==> src/design/crclf_pkg.sv <==
package crclf_pkg;

	localparam int unsigned MAX_PAYLOAD = 256;
	localparam int unsigned ADDR_W      = $clog2(MAX_PAYLOAD);
	localparam int unsigned LEN_W       = $clog2(MAX_PAYLOAD + 1);
	localparam int unsigned FLEN_W      = 9;

	localparam logic [15:0] CRC_INIT = 16'hFFFF;
	localparam logic [15:0] CRC_POLY = 16'hA001;

	localparam logic ACT_LINE = 1'b0;
	localparam logic ACT_READ = 1'b1;

	localparam logic [2:0] ST_BUSY    = 3'd0;
	localparam logic [2:0] ST_GOOD    = 3'd1;
	localparam logic [2:0] ST_LEN_ERR = 3'd2;
	localparam logic [2:0] ST_CRC_ERR = 3'd3;
	localparam logic [2:0] ST_READ    = 3'd4;

	typedef enum logic [4:0] {
		PH_LEN_LO = 5'b00001,
		PH_LEN_HI = 5'b00010,
		PH_DATA   = 5'b00100,
		PH_CRC_LO = 5'b01000,
		PH_CRC_HI = 5'b10000
	} phase_t;

	typedef struct packed {
		logic       action;
		logic [7:0] line_byte;
		logic [7:0] read_index;
	} req_t;

	typedef struct packed {
		logic [2:0]        status;
		logic [FLEN_W-1:0] frame_length;
		logic [7:0]        read_data;
		logic [31:0]       good_frames;
		logic [31:0]       length_errors;
		logic [31:0]       crc_errors;
	} rsp_t;

	typedef struct packed {
		logic              we;
		logic [ADDR_W-1:0] addr;
		logic [7:0]        data;
	} ram_wr_t;

	typedef struct packed {
		logic              re;
		logic [ADDR_W-1:0] addr;
		logic              hit;
	} ram_rd_t;

	function automatic logic [15:0] crc_byte(input logic [15:0] crc, input logic [7:0] b);
		logic [15:0] c;
		c = crc ^ {8'h00, b};
		for (int k = 0; k < 8; k++) begin
			if (c[0]) begin
				c = (c >> 1) ^ CRC_POLY;
			end else begin
				c = c >> 1;
			end
		end
		return c;
	endfunction

endpackage

==> src/design/crclf_payload_ram.sv <==
module crclf_payload_ram (
	input  logic                        clk,
	input  crclf_pkg::ram_wr_t          wr,
	input  logic                        re,
	input  logic [crclf_pkg::ADDR_W-1:0] raddr,
	output logic [7:0]                  rdata
);
	import crclf_pkg::*;

	logic [7:0] mem [MAX_PAYLOAD];
	logic [7:0] rdata_q;

	always_ff @(posedge clk) begin
		if (wr.we) begin
			mem[wr.addr] <= wr.data;
		end
	end

	always_ff @(posedge clk) begin
		if (re) begin
			rdata_q <= mem[raddr];
		end
	end

	assign rdata = rdata_q;

endmodule

==> src/design/crclf_parser.sv <==
module crclf_parser (
	input  logic               clk,
	input  logic               arst_n,
	input  logic               accept,
	input  crclf_pkg::req_t    req,
	output crclf_pkg::ram_wr_t wr,
	output crclf_pkg::ram_rd_t rd,
	output crclf_pkg::rsp_t    res
);
	import crclf_pkg::*;

	phase_t             phase_q, phase_n;
	logic [7:0]         len_lo_q, len_lo_n;
	logic [LEN_W-1:0]   len_q, len_n;
	logic [LEN_W-1:0]   pos_q, pos_n;
	logic [7:0]         crc_lo_q, crc_lo_n;
	logic [15:0]        crc_q, crc_n;
	logic [LEN_W-1:0]   last_good_q, last_good_n;
	logic [31:0]        good_q, good_n;
	logic [31:0]        size_err_q, size_err_n;
	logic [31:0]        crc_err_q, crc_err_n;
	logic [15:0]        full_len;
	logic [2:0]         status;
	logic [FLEN_W-1:0]  flen;

	assign full_len = {req.line_byte, len_lo_q};

	always_comb begin
		phase_n     = phase_q;
		len_lo_n    = len_lo_q;
		len_n       = len_q;
		pos_n       = pos_q;
		crc_lo_n    = crc_lo_q;
		crc_n       = crc_q;
		last_good_n = last_good_q;
		good_n      = good_q;
		size_err_n  = size_err_q;
		crc_err_n   = crc_err_q;
		status      = ST_BUSY;
		flen        = '0;
		wr.we       = 1'b0;
		wr.addr     = pos_q[ADDR_W-1:0];
		wr.data     = req.line_byte;
		rd.re       = accept && (req.action == ACT_READ);
		rd.addr     = ADDR_W'(req.read_index);
		rd.hit      = (LEN_W'(req.read_index) < last_good_q)
			&& (LEN_W'(req.read_index) < LEN_W'(MAX_PAYLOAD));
		if (req.action == ACT_READ) begin
			status = ST_READ;
		end else if (accept) begin
			unique case (phase_q)
				PH_LEN_HI: begin
					crc_n = crc_byte(crc_q, req.line_byte);
					if (full_len == 16'd0 || full_len > 16'(MAX_PAYLOAD)) begin
						size_err_n = size_err_q + 32'd1;
						status     = ST_LEN_ERR;
						phase_n    = PH_LEN_LO;
						len_lo_n   = '0;
						len_n      = '0;
						pos_n      = '0;
						crc_lo_n   = '0;
						crc_n      = CRC_INIT;
					end else begin
						len_n   = full_len[LEN_W-1:0];
						pos_n   = '0;
						phase_n = PH_DATA;
					end
				end
				PH_DATA: begin
					wr.we = pos_q < LEN_W'(MAX_PAYLOAD);
					pos_n = pos_q + LEN_W'(1);
					crc_n = crc_byte(crc_q, req.line_byte);
					if (pos_n >= len_q) begin
						phase_n = PH_CRC_LO;
					end
				end
				PH_CRC_LO: begin
					crc_lo_n = req.line_byte;
					phase_n  = PH_CRC_HI;
				end
				PH_CRC_HI: begin
					flen = FLEN_W'(len_q);
					if (crc_q == {req.line_byte, crc_lo_q}) begin
						good_n      = good_q + 32'd1;
						last_good_n = len_q;
						status      = ST_GOOD;
					end else begin
						crc_err_n = crc_err_q + 32'd1;
						status    = ST_CRC_ERR;
					end
					phase_n  = PH_LEN_LO;
					len_lo_n = '0;
					len_n    = '0;
					pos_n    = '0;
					crc_lo_n = '0;
					crc_n    = CRC_INIT;
				end
				default: begin
					len_lo_n = req.line_byte;
					len_n    = '0;
					pos_n    = '0;
					crc_lo_n = '0;
					crc_n    = crc_byte(CRC_INIT, req.line_byte);
					phase_n  = PH_LEN_HI;
				end
			endcase
		end
	end

	always_ff @(posedge clk or negedge arst_n) begin
		if (!arst_n) begin
			phase_q     <= PH_LEN_LO;
			len_lo_q    <= '0;
			len_q       <= '0;
			pos_q       <= '0;
			crc_lo_q    <= '0;
			crc_q       <= CRC_INIT;
			last_good_q <= '0;
			good_q      <= '0;
			size_err_q  <= '0;
			crc_err_q   <= '0;
		end else if (accept) begin
			phase_q     <= phase_n;
			len_lo_q    <= len_lo_n;
			len_q       <= len_n;
			pos_q       <= pos_n;
			crc_lo_q    <= crc_lo_n;
			crc_q       <= crc_n;
			last_good_q <= last_good_n;
			good_q      <= good_n;
			size_err_q  <= size_err_n;
			crc_err_q   <= crc_err_n;
		end
	end

	assign res.status        = status;
	assign res.frame_length  = flen;
	assign res.read_data     = '0;
	assign res.good_frames   = good_n;
	assign res.length_errors = size_err_n;
	assign res.crc_errors    = crc_err_n;

endmodule

==> src/design/crc16_length_frame_receiver.sv <==
// Receives a byte stream of frames made of a 16-bit little-endian payload length,
// 1 to 256 payload bytes and a little-endian CRC-16/MODBUS over length and payload.
// Each item is either a line byte or a read of a stored payload byte and yields
// exactly one response item: busy, frame good, length error, crc error or read
// data, with the three 32-bit wrapping frame counters as they stand after that
// item. One item is taken every cycle while responses are taken as they appear;
// with rsp_ready low the block holds two items, one in stage one and one in the
// output register, and then drops req_ready. A response is registered in stage one
// and then in the output register before it becomes valid; stage one waits for the
// registered read port of the 256-byte payload memory, and the output register
// follows it. Reads return 0 at or beyond the last good frame's length; bytes of
// a later frame overwrite the store as they arrive.
module crc16_length_frame_receiver (
	input  logic              clk,
	input  logic              arst_n,
	input  logic              req_valid,
	output logic              req_ready,
	input  crclf_pkg::req_t   req,
	output logic              rsp_valid,
	input  logic              rsp_ready,
	output crclf_pkg::rsp_t   rsp
);
	import crclf_pkg::*;

	logic    accept;
	logic    advance;
	ram_wr_t wr;
	ram_rd_t rd;
	rsp_t    res;
	logic [7:0] ram_rdata;

	logic    valid_s1;
	rsp_t    res_s1;
	logic    hit_s1;
	logic    rsp_valid_q;
	rsp_t    rsp_q;
	rsp_t    rsp_d;

	assign advance   = valid_s1 && (!rsp_valid_q || rsp_ready);
	assign req_ready = !valid_s1 || advance;
	assign accept    = req_valid && req_ready;

	crclf_parser u_parser (
		.clk    (clk),
		.arst_n (arst_n),
		.accept (accept),
		.req    (req),
		.wr     (wr),
		.rd     (rd),
		.res    (res)
	);

	crclf_payload_ram u_ram (
		.clk   (clk),
		.wr    (wr),
		.re    (rd.re),
		.raddr (rd.addr),
		.rdata (ram_rdata)
	);

	always_ff @(posedge clk or negedge arst_n) begin
		if (!arst_n) begin
			valid_s1 <= 1'b0;
		end else if (accept) begin
			valid_s1 <= 1'b1;
		end else if (advance) begin
			valid_s1 <= 1'b0;
		end
	end

	always_ff @(posedge clk) begin
		if (accept) begin
			res_s1 <= res;
			hit_s1 <= rd.hit;
		end
	end

	always_ff @(posedge clk or negedge arst_n) begin
		if (!arst_n) begin
			rsp_valid_q <= 1'b0;
		end else if (advance) begin
			rsp_valid_q <= 1'b1;
		end else if (rsp_ready) begin
			rsp_valid_q <= 1'b0;
		end
	end

	always_comb begin
		rsp_d           = res_s1;
		rsp_d.read_data = (res_s1.status == ST_READ && hit_s1) ? ram_rdata : 8'h00;
	end

	always_ff @(posedge clk) begin
		if (advance) begin
			rsp_q <= rsp_d;
		end
	end

	assign rsp_valid = rsp_valid_q;
	assign rsp       = rsp_q;

	a_s1_hold: assert property (@(posedge clk) disable iff (!arst_n)
		valid_s1 && !advance |=> valid_s1)
		else $error("stage one item dropped while blocked");

	a_read_only_data: assert property (@(posedge clk) disable iff (!arst_n)
		rsp_valid && rsp.status != ST_READ |-> rsp.read_data == 8'h00)
		else $error("read data on a non-read item");

	a_good_len: assert property (@(posedge clk) disable iff (!arst_n)
		rsp_valid && rsp.status == ST_GOOD |->
			rsp.frame_length != '0 && rsp.frame_length <= FLEN_W'(MAX_PAYLOAD))
		else $error("good frame with bad length");

endmodule

==> config.mk <==
export PLATFORM = sky130hd
export DESIGN_NAME = crc16_length_frame_receiver
export DESIGN_NICKNAME = d
export VERILOG_FILES = /design/src/design/crclf_pkg.sv /design/src/design/crclf_payload_ram.sv /design/src/design/crclf_parser.sv /design/src/design/crc16_length_frame_receiver.sv
export SDC_FILE = /design/constraint.sdc
export NUM_CORES = 2
export LEC_CHECK = 0
export BUFFER_PORTS_ARGS = -buffer_cell sky130_fd_sc_hd__buf_2
export CAP_MARGIN = 15
export CORE_AREA = 5 5 406 408
export CTS_BUF_LIST = sky130_fd_sc_hd__clkbuf_16
export CTS_CLUSTER_DIAMETER = 80
export DETAILED_ROUTE_END_ITERATION = 6
export DIE_AREA = 0 0 411 413
export PLACE_DENSITY = 0.76
export SYNTH_ARGS = -nofsm -noshare
export SYNTH_HDL_FRONTEND = slang
export SYNTH_SLANG_ARGS = --single-unit
==> constraint.sdc <==
create_clock -name clk -period 9 [get_ports clk]
set_clock_uncertainty 0.15 [all_clocks]
set_input_delay 0.45 -clock clk [delete_from_list [all_inputs] [get_ports clk]]
set_output_delay 0.45 -clock clk [all_outputs]
set_load 0.03 [all_outputs]
; Yosys cells after proc, flatten, opt, wreduce, memory -nomap -nowiden
; Memory sizes are Yosys's and may differ from the RTL's. A register that Yosys moved wholly into a read port is not among the register bits.
; Cells that the tools add are included.
[totals]
register_bits = 387
mem_count = 1
word_cells = 210
in_bits = 21
ram_bits = 2048
[classes]
n_bitwise = 30
muxes = 118
n_reduce_logical = 21
n_addsub = 4
eq_ne = 8
order_cmp = 4
[mem_list]
columns = name, depth, width, read_ports, rd_ports_with_merged_regs, write_ports, line_no
row1 = u_ram.mem, 256, 8, 1, 1, 1, crclf_payload_ram.sv:10  ; logic [7:0] mem [MAX_PAYLOAD];
[ops]
columns = cell, n
row1 = $mux 16, 87
row2 = $mux 32, 9
row3 = $add 32x1->32 const B, 3
row4 = $not 2->3, 23
row5 = $pmux 16 s4, 1
row6 = $pmux 8 s3, 2
row7 = $pmux 9 s2, 2
row8 = $pmux 5 s4, 1
row9 = $eq 16x16->1, 1
row10 = $gt 16x9->1 const B, 1
row11 = $logic_not 16->1, 1
row12 = $not 8->16, 1
row13 = $xor 16x8->16, 1
row14 = $reduce_and 4->1, 3
row15 = $add 9x1->9 const B, 1
row16 = $ge 9x9->1, 1
row17 = $lt 8x9->1, 1
row18 = $lt 9x9->1 const B, 1
row19 = $mux 1, 9
row20 = $mux 9, 1
row21 = $reduce_and 3->1, 3
row22 = $mux 8, 1
row23 = $pmux 3 s2, 1
row24 = $eq 5x2->1 const B, 1
row25 = 15 further kinds, 29

; Logic depth before layout (Yosys ltp)
[logic_depth]
depth_word = 41
mapped_depth = 12
depth_no_buf = 9

; Modules after synthesis
; Synthesis repeated with hierarchy kept, for this count alone.
[hier_totals]
cells_unflattened = 4901
area_unflattened_um2 = 95865.7
[modules_own_cells]
columns = module, area_per_inst_um2, cells_each, instances, seq_area_each_um2
row1 = crclf_payload_ram, 79636.4, 3733, 1, 61739.2
row2 = crclf_parser, 9321.4, 926, 1, 4025.1
row3 = crc16_length_frame_receiver, 6907.9, 242, 1, 6806.5

; Worst setup path before layout
; Ideal clock, no wire load.
[synth_timing]
kind = register -> register
start = register rsp_valid_q, in the netlist rsp_valid
end = register u_parser.crc_err_q[22]
path_slack_ps = 3423
path_buffers = 2
arrival_ps = 5293
path_stages_with_launch = 8
synth_period_minus_slack_ps = 5577
cell_sequence = dfrtp_1 nand3b_1 nand2_1 inv_1 clkbuf_1 clkbuf_1 nand3_1 xnor2_1
[synth_via]
elab_chain_len = 5
[synth_rtl]
columns = item, line_no
row1 = "start, declared", crc16_length_frame_receiver.sv:35  ; logic rsp_valid_q;
row2 = "start signal, assigned", crc16_length_frame_receiver.sv:80  ; rsp_valid_q <= 1'b0;
row3 = "start signal, assigned", crc16_length_frame_receiver.sv:82  ; rsp_valid_q <= 1'b1;
row4 = "start signal, assigned", crc16_length_frame_receiver.sv:84  ; rsp_valid_q <= 1'b0;
row5 = $logic_not 1->1, crc16_length_frame_receiver.sv:39  ; assign advance = valid_s1 && (!rsp_valid_q || rsp_ready);
row6 = $logic_or 1x1->1, crc16_length_frame_receiver.sv:39
row7 = $logic_and 1x1->1, crc16_length_frame_receiver.sv:39
row8 = $logic_or 1x1->1, crc16_length_frame_receiver.sv:40  ; assign req_ready = !valid_s1 || advance;
row9 = via req_ready, crc16_length_frame_receiver.sv:17  ; output logic req_ready,
row10 = $logic_and 1x1->1, crc16_length_frame_receiver.sv:41  ; assign accept = req_valid && req_ready;
row11 = via accept, crc16_length_frame_receiver.sv:25  ; logic accept;
row12 = "end signal, assigned", crclf_parser.sv:132  ; crc_err_q <= crc_err_n;
row13 = "end, declared", crclf_parser.sv:21  ; logic [31:0] crc_err_q, crc_err_n;
; The timed path passes the listed nets, and every way through them passes these cells.
; A chain may end at the register's enable or synchronous reset.

; Worst setup path in the final report
[layout_timing]
start = register valid_s1
end = memory u_ram.mem[219][7], enable pin
[layout_via]
elab_chain_len = 7
[layout_rtl]
columns = item, line_no
row1 = "start, declared", crc16_length_frame_receiver.sv:32  ; logic valid_s1;
row2 = "start signal, assigned", crc16_length_frame_receiver.sv:63  ; valid_s1 <= 1'b0;
row3 = "start signal, assigned", crc16_length_frame_receiver.sv:65  ; valid_s1 <= 1'b1;
row4 = "start signal, assigned", crc16_length_frame_receiver.sv:67  ; valid_s1 <= 1'b0;
row5 = $logic_not 1->1 / $logic_and 1x1->1 (equally long branches), "crc16_length_frame_receiver.sv:40, crc16_length_frame_receiver.sv:39"
row6 = $logic_or 1x1->1 *, crc16_length_frame_receiver.sv:40
row7 = $logic_and 1x1->1 *, crc16_length_frame_receiver.sv:41
row8 = $mux 1 *, crclf_parser.sv:50  ; end else if (accept) begin
row9 = $mux 1 *, crclf_parser.sv:48  ; if (req.action == ACT_READ) begin
row10 = $mux 1 *, crclf_payload_ram.sv:14  ; if (wr.we) begin
row11 = $mux 1 (not written as such) *, crclf_payload_ram.sv:15  ; mem[wr.addr] <= wr.data;
row12 = "end, declared", crclf_payload_ram.sv:10
; Mark *: on every way between the ends. The rest lies on a longest branch, timed or not.

==> flow_summary.yaml <==
status:
  outcome: "finished with violations"
  failed_checks: "design-rule violations"
critical_path:
  critical_path.most_common_cell: "nand2_1"
  crit_path_end_kind: "register"
  internal_reg_to_reg_setup_slack_ps: 4400
  worst-path-max-fanout: 34
  worstPathArrival_ps: 4930
  timing.critical_path.cells: "nand3b_1 > nand2_1 > buf_4 > nor2_1 > nand2_1 > nor3_1 > nand2_1 > nor2_1"
  crit_path_start_kind: "register"
  critical_path.slowest_cell: "nor3_1"
  critPathMaxStageDelay_ps: 900
  critPathRequiredTime_ps: 9330
  worstSetupPathType: "register to register"
routing:
  dr.first_iter.drc_count: 6810
  firstDrtPassIters: 7
  drt-total-wl_mm: 228
  vias_per_cell: 6.57
  drcViolationCount: 1
  avgRoutedWirePerCell_um: 30.7
  detail-route-antenna-nets: 0
  num_vias: 48809
global_routing:
  wire_length_of_the_first_global_routing_pass_mm: 334
  track_usage_pct: 27.1
  first_global_vias: 48496
  grt_antenna_before_repair: 7
  grt_start_max_net_pins: 172
  gr-total-overflow: 0
clock_tree:
  maximum_clock_insertion_buffer_count: 3
  clock_latency_at_the_later_pin_of_the_worst_skew_pair_ps: 850
  cts_tree: "done"
  cts-resized-gates: 0
  cts_buffers: 225
  cts_root_buf: "clkbuf_16"
  clkSlewWorstSetupHoldPaths_ps: 60
  cts.hold.buffers_added: 13
  cts.repair_timing.setup_buffer_count: 0
  sinks_on_the_clock_net: 2443
  cts-htree-levels: 4
synthesis:
  yosys.cell_count.top_type: "edfxtp_1"
  synth.largest_area_cell: "edfxtp_1"
  yosysWarnings: 0
  synthTopCellsByCount: "2281 x edfxtp_1, 540 x mux4_2, 390 x nor2_1"
  syn_nets: 4905
  synth_seq_area_share_pct: 75.7
  ys.flop_type: "edfxtp_1"
  yosys.cell_types.count: 66
  synth_enable_flop_cells: 2281
  synthesis.area_um2: 95800
  netlist_instances: 4855
  ys_seq_elements: 2443
  main_area_contributors_after_synthesis: "edfxtp_1 71%, mux4_2 13%, dfrtp_1 3.8%"
  post-synth-top-area-fraction_pct: 71.5
  synth.avg_cell_area_um2: 19.7
  synth-async-reset-ratio_pct: 6.63
finish:
  post_route_cells_drive_above_1_share_pct: 22.2
  final.fill_count: 9945
  final_non_filler_cells: 7432
  design_area_um2: 107000
  finalNetCount: 5108
  area_delta_synth_final_pct: 11.5
floorplanning:
  floorplan.die_area_um2: 170000
  placement_rows: 148
  initial_core_util_pct: 59.4
  num_io_pins: 139
  die_width_um: 411
  placeable_core_region_um2: 161000
  die-height_um: 413
sta:
  setup_viol_count_final: 0
  timing.final.max_slew_violations: 0
  worstMarginPinSlew_ps: 1230
  fin_hold_ws_ps: 67.8
  hold_viol: 0
  totalNegativeSetupSlack_ps: 0
  min_period_over_period_pct: 51.2
  min_period_ps: 4600
  worst_slew_margin_rel_pct: 17.9
  max_freq_mhz: 217
  unrepaired_setup_endpoints_after_global_routing: "false"
job:
  max_cap_viol_count: 0
pwr:
  cellLeakagePower_uw: 0.0351
  vdd_ir_drop_max_mv: 0.230
  power-per-cell-area_nw_per_um2: 229
placed_design:
  dp_hpwl_mm: 132
  post_dp_cell_area_um2: 98800
  place.gp.congestion: 0.859
  placed_cells_incl_taps: 6990
  number_of_buffers_added_on_ports: 138
hold_path:
  hp-class: "input pin to register"
final timing paths:
path / start / to / depth (start not counted)
min in group asynchronous: arst_n / u_parser.size_err_q[27] / 2
worst min-delay path: req[8] / u_ram.mem[129][0] / 1
worst max register to register: valid_s1 / u_ram.mem[219][7] / 8
max in group asynchronous: arst_n / u_parser.crc_lo_q[3] / 3
worst max-delay path: valid_s1 / u_ram.mem[219][7] / 8
worst min register to register: res_s1[22] / rsp[22] / 0
logic make-up after synthesis:
family          share of synthesized area (%)
buf+inv                                  1.49
simple gates                             4.29
mux                                      13.9
xor+xnor                                 2.19
fa+ha+maj                               0.379
flops                                    75.7
compound gates                           2.00
area by class of cell:
class | instances | area (um2) | area share (%)
Antenna cell | 6 | 15.0 | 0.0141
Inverter | 38 | 145 | 0.136
Clock inverter | 192 | 2060 | 1.93
Clock buffer | 228 | 5710 | 5.34
Sequential cell | 2443 | 72600 | 68.0
Multi-Input combinational cell | 2114 | 21900 | 20.5
Tap cell | 2175 | 2720 | 2.55
Timing Repair Buffer | 236 | 1710 | 1.60
flip-flops by register name, summed over array words and instances, names as in the netlist:
name,flops
u_parser.good_q,32
res_s1,108
valid_s1,1
hit_s1,1
u_parser.pos_q,9
u_parser.phase_q,5
u_ram.mem,2048
u_ram.rdata,8
rsp_valid,1
u_parser.size_err_q,32
u_parser.crc_lo_q,8
u_parser.crc_q,16
u_parser.len_lo_q,8
u_parser.last_good_q,9
u_parser.crc_err_q,32
rsp,116
u_parser.len_q,9
where the power goes:
group          total [uW]  switching [uW]  leakage [uW]  internal (uW)
Combinational        1790            1160       0.00849            625
Sequential          12800             150        0.0227          12600
Clock                9900            4210       0.00388           5690
critical path, delay by kind of cell (launching register included):
kind / cells / cell delay (ps)
buf+inv: 1 / 270
flops: 1 / 390
simple gates: 7 / 3410
metrics by stage:
stage | worst slack (ps) | total power, uW | util (%)
finish | 4400 | 24500 | 66.2
global route | 4370 | 25200 | 66.2
CTS | 4580 | 24500 | 66.2
detailed placement | 4380 | 14800 | 61.3
global placement | 4380 | 14700 | 61.3
floorplan | 3420 | 14100 | -
metal layers:
metal	track usage (%)	routed length (um)	vias up
li1	-	-	19929
met1	38.5	84900	25193
met2	42.4	109000	3229
met3	6.45	25700	456
met4	9.02	8020	2
met5	0	12	-
placed cells by master (no fill, tap or decap), drive strengths merged, types with 19 or more instances in the layout:
master / instances
edfxtp: 2281
mux4: 540
nor2: 391
clkbuf: 237
buf: 214
nand2: 197
dfrtp: 145
xor2: 142
mux2i: 110
clkinv: 95
xnor2: 93
inv: 78
nand3: 77
a22oi: 76
nor3: 69
o21ai: 60
a21oi: 44
nand4: 42
bufinv: 37
o22ai: 30
ha: 29
and3: 23
and2: 21
clkinvlp: 20
nor4: 19
Note: power is estimated with default switching activity, not from simulation.
